--- config.mk ---
export PLATFORM = sky130hd
export DESIGN_NAME = combined_lcg_shuffle_rng
export DESIGN_NICKNAME = d
export VERILOG_FILES = /design/src/design/crng_pkg.sv /design/src/design/combined_lcg_shuffle_rng.sv /design/src/design/crng_ram.sv /design/src/design/crng_datapath.sv /design/src/design/crng_ctrl.sv
export VERILOG_INCLUDE_DIRS = /design/src /design/src/design
export SDC_FILE = /design/constraint.sdc
export NUM_CORES = 2
export LEC_CHECK = 0
export ABC_CLOCK_PERIOD_IN_PS = 11200
export BUFFER_PORTS_ARGS = -buffer_cell sky130_fd_sc_hd__buf_4
export CORE_ASPECT_RATIO = 0.6
export CORE_MARGIN = 2
export CORE_UTILIZATION = 25
export DETAILED_ROUTE_END_ITERATION = 10
export REMOVE_ABC_BUFFERS = 1
export SLEW_MARGIN = 20
export SYNTH_ARGS = -nofsm -noshare
export SYNTH_HDL_FRONTEND = slang
export SYNTH_SLANG_ARGS = --single-unit
--- constraint.sdc ---
create_clock -name i_clk -period 11.2 [get_ports i_clk]
set_input_delay 1.68 -clock i_clk [delete_from_list [all_inputs] [get_ports i_clk]]
set_output_delay 1.68 -clock i_clk [all_outputs]
set_load 0.02 [all_outputs]
--- src/design/assert_macros.svh ---
// ----------------------------------------------------------------------------
// assert_macros.svh
// Assertion macros shared by the RTL of the combined LCG shuffle generator.
// ----------------------------------------------------------------------------
`ifndef ASSERT_MACROS_SVH
`define ASSERT_MACROS_SVH

`ifndef SYNTH
// Checked on every rising edge of i_clk, ignored while i_rst_n is low.
`define ASSERT_CLK(label, prop, msg) \
    label: assert property (@(posedge i_clk) disable iff (!i_rst_n) (prop)) else $error(msg);
// Checked on every rising edge of i_clk, reset included.
`define ASSERT_ALWAYS(label, prop, msg) \
    label: assert property (@(posedge i_clk) (prop)) else $error(msg);
`else
`define ASSERT_CLK(label, prop, msg)
`define ASSERT_ALWAYS(label, prop, msg)
`endif

`endif

--- src/design/crng_pkg.sv ---
// ----------------------------------------------------------------------------
// crng_pkg
// Types, constants and the modular fold used by the combined LCG generator.
// ----------------------------------------------------------------------------
package crng_pkg;

    // Generator constants.
    localparam logic [30:0] MOD_ONE   = 31'd2147483563;
    localparam logic [30:0] MOD_TWO   = 31'd2147483399;
    localparam logic [15:0] MUL_ONE   = 16'd40014;
    localparam logic [15:0] MUL_TWO   = 16'd40692;
    // 2^31 mod MOD_ONE and 2^31 mod MOD_TWO.
    localparam logic [7:0]  FOLD_ONE  = 8'd85;
    localparam logic [7:0]  FOLD_TWO  = 8'd249;
    localparam logic [30:0] WRAP_TOP  = 31'd2147483562;
    localparam logic [30:0] Y_RESET   = 31'd123456789;
    localparam int          WARMUP_STEPS = 8;
    localparam int          PROD_W    = 47;

    // Configuration register index (paddr[2]).
    localparam logic        REG_SEED  = 1'b0;

    // Controller states.
    typedef enum logic [3:0] {
        S_IDLE,
        S_SEED,
        S_FMUL,
        S_FRED,
        S_DMUL,
        S_DRED,
        S_DREAD,
        S_DFIN,
        S_PUSH
    } t_state;

    // Commands from the controller to the datapath.
    typedef struct packed {
        logic load_seed;
        logic mul;
        logic upd_x;
        logic upd_y;
        logic fill_wr;
        logic set_out;
        logic pick_ld;
        logic rd;
        logic fin;
        logic push;
    } t_dp_cmd;

    // Reduces a 47-bit product modulo a modulus of the form 2^31 - fold.
    // The folded sum stays below twice the modulus, so one subtract suffices.
    function automatic logic [30:0] crng_fold(input logic [PROD_W-1:0] prod,
                                              input logic [7:0]        fold,
                                              input logic [30:0]       modulus);
        logic [31:0] sum;
        sum = {1'b0, prod[30:0]} + 32'(prod[PROD_W-1:31]) * 32'(fold);
        if (sum >= {1'b0, modulus}) begin
            sum = sum - {1'b0, modulus};
        end
        return sum[30:0];
    endfunction

endpackage

--- src/design/combined_lcg_shuffle_rng.sv ---
// ----------------------------------------------------------------------------
// combined_lcg_shuffle_rng
// Combined two-LCG uniform random generator with a Bays-Durham shuffle table.
//
// Usage: each transfer on the s_axis channel asks for one draw; tdata[0] is
// the reseed flag. With reseed set, both generators load from the seed
// register (zero is used as one), generator one runs 8 warm-up steps and
// TABLE_DEPTH fill steps, and then the draw follows. Each draw returns one
// 31-bit value in 1..2147483562 on m_axis; dividing by 2147483563 gives a
// fraction in (0,1). The seed register sits at APB address 0.
// Sequence: a plain draw runs from input transfer to output valid through
// the multiply step (which also captures the bucket of the previous output),
// the fold step, the registered table read, the finish step and the load of
// the output register. A reseed first adds a seed load and, for each
// generator one step, a multiply and a fold. One item is in flight at a time;
// s_axis_tready is high only when idle, so no new request is taken until
// the last result has been loaded into the output register.
// Reset: generators go to 1 and 123456789, the output to 0, the table reads
// as all zeros and the seed register to 1. When the receiver stalls, the
// result waits in the output register and the block may accept the next
// request; that draw's result waits until the output register empties.
// ----------------------------------------------------------------------------
module combined_lcg_shuffle_rng import crng_pkg::*; #(
    parameter int TABLE_DEPTH = 32
) (
    input  logic        i_clk,
    input  logic        i_rst_n,
    // Request channel.
    input  logic        s_axis_tvalid,
    output logic        s_axis_tready,
    input  logic [7:0]  s_axis_tdata,   // [0] reseed, [7:1] zero
    // Result channel.
    output logic        m_axis_tvalid,
    input  logic        m_axis_tready,
    output logic [31:0] m_axis_tdata,   // [30:0] random_value, [31] zero
    // Configuration port.
    input  logic        psel,
    input  logic        penable,
    input  logic        pwrite,
    input  logic [2:0]  paddr,
    input  logic [31:0] pwdata,
    output logic [31:0] prdata,
    output logic        pready
);

    localparam int AW = $clog2(TABLE_DEPTH);

    logic [30:0]   r_seed;
    t_dp_cmd       cmd;
    logic [AW-1:0] fill_idx;
    logic          out_free;
    logic [30:0]   random_value;
    logic          r_tvalid;
    logic [30:0]   r_tvalue;

    // Configuration register.
    assign pready = 1'b1;

    always_ff @(posedge i_clk) begin
        if (!i_rst_n) begin
            r_seed <= 31'd1;
        end else if (psel && penable && pwrite && pready && paddr[2] == REG_SEED) begin
            r_seed <= pwdata[30:0];
        end
    end

    assign prdata = (paddr[2] == REG_SEED) ? {1'b0, r_seed} : '0;

    // Controller and datapath.
    crng_ctrl #(
        .TABLE_DEPTH (TABLE_DEPTH)
    ) u_ctrl (
        .i_clk      (i_clk),
        .i_rst_n    (i_rst_n),
        .i_in_valid (s_axis_tvalid),
        .i_reseed   (s_axis_tdata[0]),
        .o_in_ready (s_axis_tready),
        .i_out_free (out_free),
        .o_cmd      (cmd),
        .o_fill_idx (fill_idx)
    );

    crng_datapath #(
        .TABLE_DEPTH (TABLE_DEPTH)
    ) u_dp (
        .i_clk          (i_clk),
        .i_rst_n        (i_rst_n),
        .i_cmd          (cmd),
        .i_fill_idx     (fill_idx),
        .i_seed         (r_seed),
        .o_random_value (random_value)
    );

    // Output register: loads when empty or emptied by this cycle's transfer.
    assign out_free = !r_tvalid || m_axis_tready;

    always_ff @(posedge i_clk) begin
        if (!i_rst_n) begin
            r_tvalid <= 1'b0;
        end else if (cmd.push) begin
            r_tvalid <= 1'b1;
        end else if (m_axis_tready) begin
            r_tvalid <= 1'b0;
        end
    end

    always_ff @(posedge i_clk) begin
        if (cmd.push) begin
            r_tvalue <= random_value;
        end
    end

    assign m_axis_tvalid = r_tvalid;
    assign m_axis_tdata  = {1'b0, r_tvalue};

endmodule

--- src/design/crng_ram.sv ---
// ----------------------------------------------------------------------------
// crng_ram
// Generic single-write, single-read RAM with registered read data.
// ----------------------------------------------------------------------------
module crng_ram #(
    parameter int WIDTH = 31,
    parameter int DEPTH = 32,
    localparam int AW   = $clog2(DEPTH)
) (
    input  logic             i_clk,
    input  logic             i_we,
    input  logic [AW-1:0]    i_waddr,
    input  logic [WIDTH-1:0] i_wdata,
    input  logic             i_re,
    input  logic [AW-1:0]    i_raddr,
    output logic [WIDTH-1:0] o_rdata
);

    logic [WIDTH-1:0] r_mem [DEPTH];
    logic [WIDTH-1:0] r_rdata;

    // Write port.
    always_ff @(posedge i_clk) begin
        if (i_we) begin
            r_mem[i_waddr] <= i_wdata;
        end
    end

    // Registered read port.
    always_ff @(posedge i_clk) begin
        if (i_re) begin
            r_rdata <= r_mem[i_raddr];
        end
    end

    assign o_rdata = r_rdata;

endmodule

--- src/design/crng_datapath.sv ---
// ----------------------------------------------------------------------------
// crng_datapath
// Generator registers, modular multipliers, bucket select and shuffle table.
// ----------------------------------------------------------------------------
`include "assert_macros.svh"

module crng_datapath import crng_pkg::*; #(
    parameter int TABLE_DEPTH = 32,
    localparam int AW = $clog2(TABLE_DEPTH)
) (
    input  logic          i_clk,
    input  logic          i_rst_n,
    input  t_dp_cmd       i_cmd,
    input  logic [AW-1:0] i_fill_idx,
    input  logic [30:0]   i_seed,
    output logic [30:0]   o_random_value
);

    // Width of one table bucket in output values.
    localparam logic [30:0] BUCKET =
        31'(32'd1 + 32'(WRAP_TOP) / 32'(TABLE_DEPTH));

    logic [30:0]       r_x, n_x, r_y, n_y, r_out, n_out;
    logic [PROD_W-1:0] r_px, r_py;
    logic [30:0]       x_red, y_red, seed_eff;
    logic [AW-1:0]     pick_next;
    logic [AW-1:0]     r_pick;
    logic [TABLE_DEPTH-1:0] r_valid;
    logic              ram_we;
    logic [AW-1:0]     ram_waddr;
    logic [30:0]       ram_wdata, ram_rdata, entry;
    logic signed [32:0] diff;
    logic [30:0]       draw_value;

    // Modular reduction of the registered products.
    assign x_red    = crng_fold(r_px, FOLD_ONE, MOD_ONE);
    assign y_red    = crng_fold(r_py, FOLD_TWO, MOD_TWO);
    assign seed_eff = (i_seed == '0) ? 31'd1 : i_seed;

    // Products are registered before the fold.
    always_ff @(posedge i_clk) begin
        if (i_cmd.mul) begin
            r_px <= PROD_W'(r_x) * PROD_W'(MUL_ONE);
            r_py <= PROD_W'(r_y) * PROD_W'(MUL_TWO);
        end
    end

    // Generator state.
    always_comb begin
        n_x = r_x;
        n_y = r_y;
        if (i_cmd.load_seed) begin
            n_x = seed_eff;
            n_y = seed_eff;
        end
        if (i_cmd.upd_x) begin
            n_x = x_red;
        end
        if (i_cmd.upd_y) begin
            n_y = y_red;
        end
    end

    always_ff @(posedge i_clk) begin
        if (!i_rst_n) begin
            r_x <= 31'd1;
            r_y <= Y_RESET;
        end else begin
            r_x <= n_x;
            r_y <= n_y;
        end
    end

    // Bucket of the previous output: the highest bucket boundary at or below
    // it. Stopping at the last entry also saturates the index.
    always_comb begin
        pick_next = '0;
        for (int k = 1; k < TABLE_DEPTH; k++) begin
            if ({2'b00, r_out} >= 33'(k) * {2'b00, BUCKET}) begin
                pick_next = AW'(k);
            end
        end
    end

    always_ff @(posedge i_clk) begin
        if (!i_rst_n) begin
            r_pick <= '0;
        end else if (i_cmd.pick_ld) begin
            r_pick <= pick_next;
        end
    end

    // Shuffle table write port: fill during reseed, replacement during a draw.
    assign ram_we    = i_cmd.fill_wr | i_cmd.fin;
    assign ram_waddr = i_cmd.fill_wr ? i_fill_idx : r_pick;
    assign ram_wdata = i_cmd.fill_wr ? x_red : r_x;

    crng_ram #(
        .WIDTH (31),
        .DEPTH (TABLE_DEPTH)
    ) u_table (
        .i_clk   (i_clk),
        .i_we    (ram_we),
        .i_waddr (ram_waddr),
        .i_wdata (ram_wdata),
        .i_re    (i_cmd.rd),
        .i_raddr (r_pick),
        .o_rdata (ram_rdata)
    );

    // Entries never written since reset read as zero.
    always_ff @(posedge i_clk) begin
        if (!i_rst_n) begin
            r_valid <= '0;
        end else if (ram_we) begin
            r_valid[ram_waddr] <= 1'b1;
        end
    end

    assign entry = r_valid[r_pick] ? ram_rdata : '0;

    // New output: entry minus generator two, wrapped into 1..WRAP_TOP.
    always_comb begin
        diff = $signed({2'b00, entry}) - $signed({2'b00, r_y});
        if (diff < 33'sd1) begin
            diff = diff + $signed({2'b00, WRAP_TOP});
        end
        if (diff < 33'sd1) begin
            diff = 33'sd1;
        end
        if (diff > $signed({2'b00, WRAP_TOP})) begin
            diff = $signed({2'b00, WRAP_TOP});
        end
        draw_value = diff[30:0];
    end

    // Shuffle output register.
    always_comb begin
        n_out = r_out;
        if (i_cmd.set_out) begin
            n_out = x_red;
        end
        if (i_cmd.fin) begin
            n_out = draw_value;
        end
    end

    always_ff @(posedge i_clk) begin
        if (!i_rst_n) begin
            r_out <= '0;
        end else begin
            r_out <= n_out;
        end
    end

    assign o_random_value = r_out;

    // A finished draw leaves the output inside its range.
    `ASSERT_CLK(a_out_range, $past(i_cmd.fin) |-> (r_out >= 31'd1 && r_out <= WRAP_TOP),
                "draw result out of range")
    // A generator one step leaves the state reduced below its modulus.
    `ASSERT_CLK(a_x_reduced, $past(i_cmd.upd_x) |-> (r_x < MOD_ONE),
                "generator one not reduced")
    // A generator two step leaves the state reduced below its modulus.
    `ASSERT_CLK(a_y_reduced, $past(i_cmd.upd_y) |-> (r_y < MOD_TWO),
                "generator two not reduced")

endmodule

--- src/design/crng_ctrl.sv ---
// ----------------------------------------------------------------------------
// crng_ctrl
// Sequencer for reseed fill and draw steps of the combined LCG generator.
// ----------------------------------------------------------------------------
`include "assert_macros.svh"

module crng_ctrl import crng_pkg::*; #(
    parameter int TABLE_DEPTH = 32,
    localparam int AW = $clog2(TABLE_DEPTH),
    localparam int CW = $clog2(TABLE_DEPTH + WARMUP_STEPS)
) (
    input  logic          i_clk,
    input  logic          i_rst_n,
    input  logic          i_in_valid,
    input  logic          i_reseed,
    output logic          o_in_ready,
    input  logic          i_out_free,
    output t_dp_cmd       o_cmd,
    output logic [AW-1:0] o_fill_idx
);

    t_state         r_state, n_state;
    logic [CW-1:0]  r_cnt, n_cnt;

    // Next state and step counter. The counter holds the fill position,
    // counting down to entry zero.
    always_comb begin
        n_state = r_state;
        n_cnt   = r_cnt;
        unique case (r_state)
            S_IDLE: begin
                if (i_in_valid) begin
                    n_state = i_reseed ? S_SEED : S_DMUL;
                end
            end
            S_SEED: begin
                n_cnt   = CW'(TABLE_DEPTH + WARMUP_STEPS - 1);
                n_state = S_FMUL;
            end
            S_FMUL: begin
                n_state = S_FRED;
            end
            S_FRED: begin
                if (r_cnt == '0) begin
                    n_state = S_DMUL;
                end else begin
                    n_cnt   = r_cnt - CW'(1);
                    n_state = S_FMUL;
                end
            end
            S_DMUL: begin
                n_state = S_DRED;
            end
            S_DRED: begin
                n_state = S_DREAD;
            end
            S_DREAD: begin
                n_state = S_DFIN;
            end
            S_DFIN: begin
                n_state = S_PUSH;
            end
            S_PUSH: begin
                if (i_out_free) begin
                    n_state = S_IDLE;
                end
            end
            default: begin
                n_state = S_IDLE;
            end
        endcase
    end

    always_ff @(posedge i_clk) begin
        if (!i_rst_n) begin
            r_state <= S_IDLE;
            r_cnt   <= '0;
        end else begin
            r_state <= n_state;
            r_cnt   <= n_cnt;
        end
    end

    // Commands decoded from the state.
    always_comb begin
        o_cmd      = '0;
        o_in_ready = 1'b0;
        unique case (r_state)
            S_IDLE: begin
                o_in_ready = 1'b1;
            end
            S_SEED: begin
                o_cmd.load_seed = 1'b1;
            end
            S_FMUL: begin
                o_cmd.mul = 1'b1;
            end
            S_FRED: begin
                o_cmd.upd_x   = 1'b1;
                o_cmd.fill_wr = (r_cnt < CW'(TABLE_DEPTH));
                o_cmd.set_out = (r_cnt == '0);
            end
            S_DMUL: begin
                o_cmd.mul     = 1'b1;
                o_cmd.pick_ld = 1'b1;
            end
            S_DRED: begin
                o_cmd.upd_x = 1'b1;
                o_cmd.upd_y = 1'b1;
            end
            S_DREAD: begin
                o_cmd.rd = 1'b1;
            end
            S_DFIN: begin
                o_cmd.fin = 1'b1;
            end
            S_PUSH: begin
                o_cmd.push = i_out_free;
            end
            default: begin
                o_cmd = '0;
            end
        endcase
    end

    assign o_fill_idx = r_cnt[AW-1:0];

    // The table index is captured only in the draw multiply step.
    `ASSERT_CLK(a_pick_with_mul, o_cmd.pick_ld |-> o_cmd.mul,
                "table index captured outside the draw multiply")
    // Every table read is followed by the draw finish.
    `ASSERT_CLK(a_rd_then_fin, o_cmd.rd |=> o_cmd.fin,
                "table read not followed by the draw finish")
    // A result is pushed only into a free output register.
    `ASSERT_CLK(a_push_free, o_cmd.push |-> i_out_free,
                "result pushed into a full output register")

endmodule

## Yosys cells after proc, flatten, opt, wreduce, memory -nomap -nowiden

Memory sizes are Yosys's and may differ from the RTL's. A register that Yosys moved wholly into a read port is not among the register bits.
Index checks and enable logic that the tools add are counted.

| operators by class | value |
|---|---|
| $add $sub $neg | 7 |
| multipliers | 4 |
| magnitude comparators | 40 |
| equal/unequal tests | 11 |
| multiplexer cells | 71 |
| bitwise operators | 3 |
| reduce and logical (&&, ||, !) cells | 18 |

Operator list:

| cell | number |
|---|---|
| 31-bit greater-or-equal comparator, second input constant | 15 |
| 31-bit two-way mux | 12 |
| 31-bit by 30-bit greater-or-equal comparator with 1-bit output, second input constant | 8 |
| 31-bit by 29-bit greater-or-equal comparator with 1-bit output, second input constant | 4 |
| 5-bit two-way mux | 17 |
| 33-bit by 2-bit < comparator with 1-bit output, second input constant | 2 |
| 33-bit two-way mux | 2 |
| 32-bit by 31-bit greater-or-equal comparator with 1-bit output, second input constant | 2 |
| 31-bit by 28-bit greater-or-equal comparator with 1-bit output, second input constant | 2 |
| 31-bit subtractor, second input constant | 2 |
| 31-bit by 15-bit multiplier with 46-bit output, second input constant | 1 |
| 31-bit by 14-bit multiplier with 45-bit output, second input constant | 1 |
| 4-bit two-way mux | 10 |
| 4-bit case mux with 9 select lines | 1 |
| 33-bit by 32-bit adder with 33-bit output, second input constant | 1 |
| 33-bit by 32-bit > comparator with 1-bit output, second input constant | 1 |
| 31-bit by 23-bit adder with 32-bit output | 1 |
| 31-bit by 24-bit adder with 32-bit output | 1 |
| 32-bit bitwise OR | 1 |
| 31-bit by 31-bit subtractor with 32-bit output | 1 |
| 31-bit by 26-bit greater-or-equal comparator with 1-bit output, second input constant | 1 |
| 31-bit by 27-bit greater-or-equal comparator with 1-bit output, second input constant | 1 |
| 31-bit logical NOT | 1 |
| 16-bit by 8-bit multiplier with 24-bit output, second input constant | 1 |
| 28 further kinds | 65 |

| word-level totals | value |
|---|---|
| bits in registers | 294 |
| memory bits (writable) | 992 |
| input bits | 50 |
| word-level logic and storage cells | 167 |
| memories kept | 1 |

Memories:

| memory | words | bits a word | read ports | clocked after Yosys merged registers in | wr ports | RTL line | text |
|---|---|---|---|---|---|---|---|
| u_dp.u_table.r_mem | 32 | 31 | 1 | 1 | 1 | crng_ram.sv:19 | `logic [WIDTH-1:0] r_mem [DEPTH];` |

## Depth between registers and ports, before layout

| logic depth | value |
|---|---|
| depth after elaboration | 32 |
| mapped depth | 37 |
| mapped depth without buffers | 31 |

## By module

From an unflattened synthesis, not the netlist that was laid out.

| unflattened totals | value |
|---|---|
| cells, all modules | 6297 |
| area total of the unflattened synthesis | 77873.4 sq um |

By module, submodules not included:

| module | instances | cells each | area each (sq um) | sequential area each (sq um) |
|---|---|---|---|---|
| crng_ram | 1 | 2192 | 39474.1 | 30719.5 |
| crng_datapath | 1 | 3802 | 35210.0 | 5335.1 |
| combined_lcg_shuffle_rng | 1 | 210 | 2484.9 | 1571.5 |
| crng_ctrl | 1 | 93 | 704.4 | 200.2 |

## Least setup slack after synthesis

Ideal clock, no wire load.

| path | value |
|---|---|
| path type | register to register |
| start point | register u_dp.r_pick[0] |
| end point | register u_dp.r_out[10] (netlist: u_dp.o_random_value[10]) |
| setup time | 100 ps |
| arrival time | 8780 ps |
| data required time | 11100 ps |
| path slack | 2320 ps |
| cell stages (with the launch flop) | 33 |
| path buffers | 5 |
| cell sequence | dfxtp_1 clkbuf_1 mux4_2 mux4_2 mux2i_1 clkbuf_1 nor2b_1 ha_1 a21o_1 or3_1 clkbuf_1 o21a_4 a211oi_4 a2111oi_1 or3_1 a21o_4 nor3_4 and3_1 buf_2 nor2_1 xnor2_1 or4_1 nor4_1 and3_1 and4_1 ha_1 or4b_1 a211oi_1 or4b_1 a211o_1 a21o_1 buf_6 a2111oi_4 |

| on the way | value |
|---|---|
| word-level cells in the longest chain between the ends | 11 |
| elaborated cells on any way between the ends | 12 |
| classes of those cells | add/sub (2); order compare (3); mux (7) |

RTL lines:

| what | RTL line | text |
|---|---|---|
| from (decl) | crng_datapath.sv:27 | `logic [AW-1:0] r_pick;` |
| from (signal assigned) | crng_datapath.sv:89 | `r_pick <= pick_next;` |
| 1-bit binary-select mux with 5-bit select (*) | crng_datapath.sv:120 | `assign entry = r_valid[r_pick] ? ram_rdata : '0;` |
| 1-bit two-way mux (not written as such) (*) | crng_datapath.sv:120 |  |
| 31-bit two-way mux (*) | crng_datapath.sv:120 |  |
| 31-bit by 31-bit subtractor with 32-bit output (*) | crng_datapath.sv:124 | `diff = $signed({2'b00, entry}) - $signed({2'b00, r_y});` |
| 33-bit by 32-bit adder with 33-bit output or 33-bit by 2-bit < comparator with 1-bit output (tied branches) | crng_datapath.sv:126, crng_datapath.sv:125 |  |
| 33-bit two-way mux (*) | crng_datapath.sv:125 | `if (diff < 33'sd1) begin` |
| 33-bit by 2-bit < comparator with 1-bit output | crng_datapath.sv:128 | `if (diff < 33'sd1) begin` |
| 33-bit two-way mux (*) | crng_datapath.sv:128 |  |
| 33-bit by 32-bit > comparator with 1-bit output | crng_datapath.sv:131 | `if (diff > $signed({2'b00, WRAP_TOP})) begin` |
| 31-bit two-way mux (*) | crng_datapath.sv:131 |  |
| 31-bit two-way mux (*) | crng_datapath.sv:143 | `if (i_cmd.fin) begin` |
| to (signal assigned) | crng_datapath.sv:152 | `r_out <= n_out;` |
| to (decl) | crng_datapath.sv:23 | `logic [30:0] r_x, n_x, r_y, n_y, r_out, n_out;` |

Every way passes the cells marked *; elsewhere a longest branch is shown, timed or not. The select of a mux whose other input is x is not followed.
A chain may end at the register's enable or synchronous reset.

## Worst setup path in the final report

| path | value |
|---|---|
| start point | register u_dp.r_pick[0] |
| end point | register u_dp.r_out[18] (netlist: u_dp.o_random_value[18]) |

Same word-level chain as after synthesis.

==> results.py <==
metrics = {
    "run_status": {
        "status": "finished, final reports clean",
    },
    "yosys": {
        "synthTopCellsByCount": "edfxtp_1, inv_1, ha_1",
        "synth_seq_cells": 1317,
        "synth_ff_type": "edfxtp_1",
        "synth_edf_count": 1145,
        "synth_cells": 5603,
        "synth_area_per_cell_um2": 13.7,
        "ys_async_sr_fraction_pct": 0,
        "netlist.area_leader.share_pct": 44.8,
        "ys_top_cells_by_area": "edfxtp_1, fa_1, mux4_2",
        "netlist_area_um2": 76700,
        "synth_most_common_cell": "edfxtp_1",
        "yosysTopAreaCell": "edfxtp_1",
        "seq_area_frac_synth_pct": 49.3,
        "synth_cell_types": 103,
        "yosysWarnings": 0,
    },
    "critical_path": {
        "start_kind": "flip-flop",
        "slowest_delay_ns": 0.66,
        "cp-end-kind": "flip-flop",
        "crit_type": "reg2reg",
        "path_max_fanout": 24,
        "crit_required_ns": 11.89,
        "cpMaxStageDelayCell": "o22ai_1",
        "arrival_ns": 11.08,
    },
    "grt": {
        "grt_pass1_wl_um": 334000,
        "grt_use_total_pct": 14.4,
        "grt_max_degree": 104,
        "overflow": 0,
        "antenna_found_initial": 10,
        "grt_pass1_vias": 47500,
    },
    "routing": {
        "routedWlPerCell_um": 23.2,
        "drt_first_pass_iters": 6,
        "routed_wl_um": 230000,
        "antenna_left": 0,
        "vias": 48900,
        "viasPerCell": 4.94,
        "route.detailed.drc": 0,
        "drt_iter0_markers": 6190,
    },
    "placement": {
        "gp_congestion": 0.948,
        "dp_cells": 9676,
        "portBuffers": 103,
        "hpwl_um": 162000,
    },
    "die": {
        "coreArea_um2": 305000,
        "pin_count": 117,
        "start_util_pct": 25.1,
        "fp.dieW_um": 719,
        "dieArea_um2": 311000,
        "rows": 157,
        "die_h_um": 433,
    },
    "clock_tree": {
        "htree_levels": 3,
        "cts_buffers": 113,
        "ctsResizeCount": 0,
        "post_cts_buffers": 0,
        "cts_tree": "built",
        "clock_sinks": 1317,
        "cts-root-buf": "clkbuf_16",
        "clk_pin_slew_ns": 0.07,
        "hold_buffers": 0,
        "clk_latency_ns": 0.76,
        "clockBufferDepth": 3,
    },
    "sta": {
        "timing.final.crit_share_pct": 92.7,
        "worst_pin_slew_ns": 1.07,
        "fin_setup_tns_ns": 0,
        "final_hold_viol_count": 0,
        "min_period_ns": 10.38,
        "maxSlewViolCount": 0,
        "worst_clock_skew_ns": 0.0487,
        "fmax_mhz": 96.3,
        "slew_headroom_pct": 28.5,
        "setup_viol": 0,
        "grt_setup_unrepaired": "false",
    },
    "min_path": {
        "holdCritPathClass": "reg2reg",
    },
    "layout": {
        "syn2layout_area_growth_pct": 13.5,
        "drive_gt1_share_pct": 15.4,
        "final_core_util_pct": 28.5,
        "layoutNonFillerInstCount": 9895,
        "fin_nets": 6719,
    },
    "job": {
        "drv_cap": 0,
    },
}
## final cells by class
class,count,area [um2]
Fill cell,30500,218000
Sequential cell,1317,37800
Multi-Input combinational cell,3512,36500
Tap cell,4054,5070
Clock buffer,146,3030
Inverter,574,2160
Timing Repair Buffer,219,1660
Clock inverter,70,822
Antenna cell,3,7.51
## critical path: cells and delay by family (launching register included)
| family | cells | cell delay, ns |
|---|---|---|
| muxes | 3 | 1.59 |
| and+or+nand+nor | 10 | 3.32 |
| AOI/OAI and AO/OA | 10 | 3.42 |
| DFF | 1 | 0.65 |
| xor gates and xnor gates | 1 | 0.55 |
| adders and majority gates | 3 | 0.76 |
## through the flow
step	setup slack (ns)	cell area, um2	hold slack [ns]
final	0.815	87000	0.467
after floorplan	-8.82	75900	0.423
after global routing	0.353	87000	0.488
after global placement	1.04	83100	0.444
after detailed placement	1.14	83100	0.454
after CTS	1.09	87000	0.469
## path summary, 6_finish.rpt
path	end	startpoint	depth (start not counted)	slack, ns
max	u_dp.o_random_value[18]	u_dp.r_pick[0]	27	0.82
min	u_dp.r_valid[14]	u_dp.r_valid[14]	2	0.47
max reg2reg	u_dp.o_random_value[18]	u_dp.r_pick[0]	27	0.82
min reg2reg	u_dp.r_valid[14]	u_dp.r_valid[14]	2	0.47
## registers in the layout, indices dropped and copies added (netlist names), 6 cells and up
| name | cells |
|---|---|
| r_seed | 31 |
| r_tvalue | 31 |
| u_ctrl.r_cnt | 6 |
| u_dp.o_random_value | 31 |
| u_dp.r_px | 46 |
| u_dp.r_py | 45 |
| u_dp.r_valid | 32 |
| u_dp.r_x | 31 |
| u_dp.r_y | 31 |
| u_dp.u_table.o_rdata | 31 |
| u_dp.u_table.r_mem | 992 |
## placed cells by master (no fill, tap or decap), drive strengths merged, types with 143 or more instances in the layout
cell type | synthesis | layout
inv | 574 | 581
clkbuf | 165 | 146
fa | 448 | 448
mux4 | 320 | 320
xnor2 | 143 | 143
o21ai | 153 | 153
ha | 484 | 484
buf | 36 | 219
dfxtp | 172 | 172
nand2 | 305 | 305
edfxtp | 1145 | 1145
nor2 | 331 | 331
a21oi | 232 | 232
## layer usage
metal / GRT usage (%) / vias to the layer above / routed length, um
met5: 0 / - / 28
met4: 2.49 / 4 / 3770
met2: 18.7 / 2373 / 87700
met1: 23.5 / 25400 / 112000
met3: 3.92 / 217 / 26700
li1: - / 20900 / -
## kinds of logic (layout without fill, tap and decap cells)
family | Yosys count | count (layout) | share of synthesized area [%]
mux | 361 | 361 | 9.99
compound gates | 862 | 862 | 7.66
buf+inv | 775 | 1009 | 3.82
simple gates | 1149 | 1149 | 7.27
fa+ha+maj | 932 | 932 | 19.6
flops | 1317 | 1317 | 49.3
other cells | 2 | 6 | 0.00979
xor+xnor | 205 | 205 | 2.34
Power is left out: the tool's default activity adds up to more than one toggle a clock period on the data nets, which glitch-free logic cannot reach.
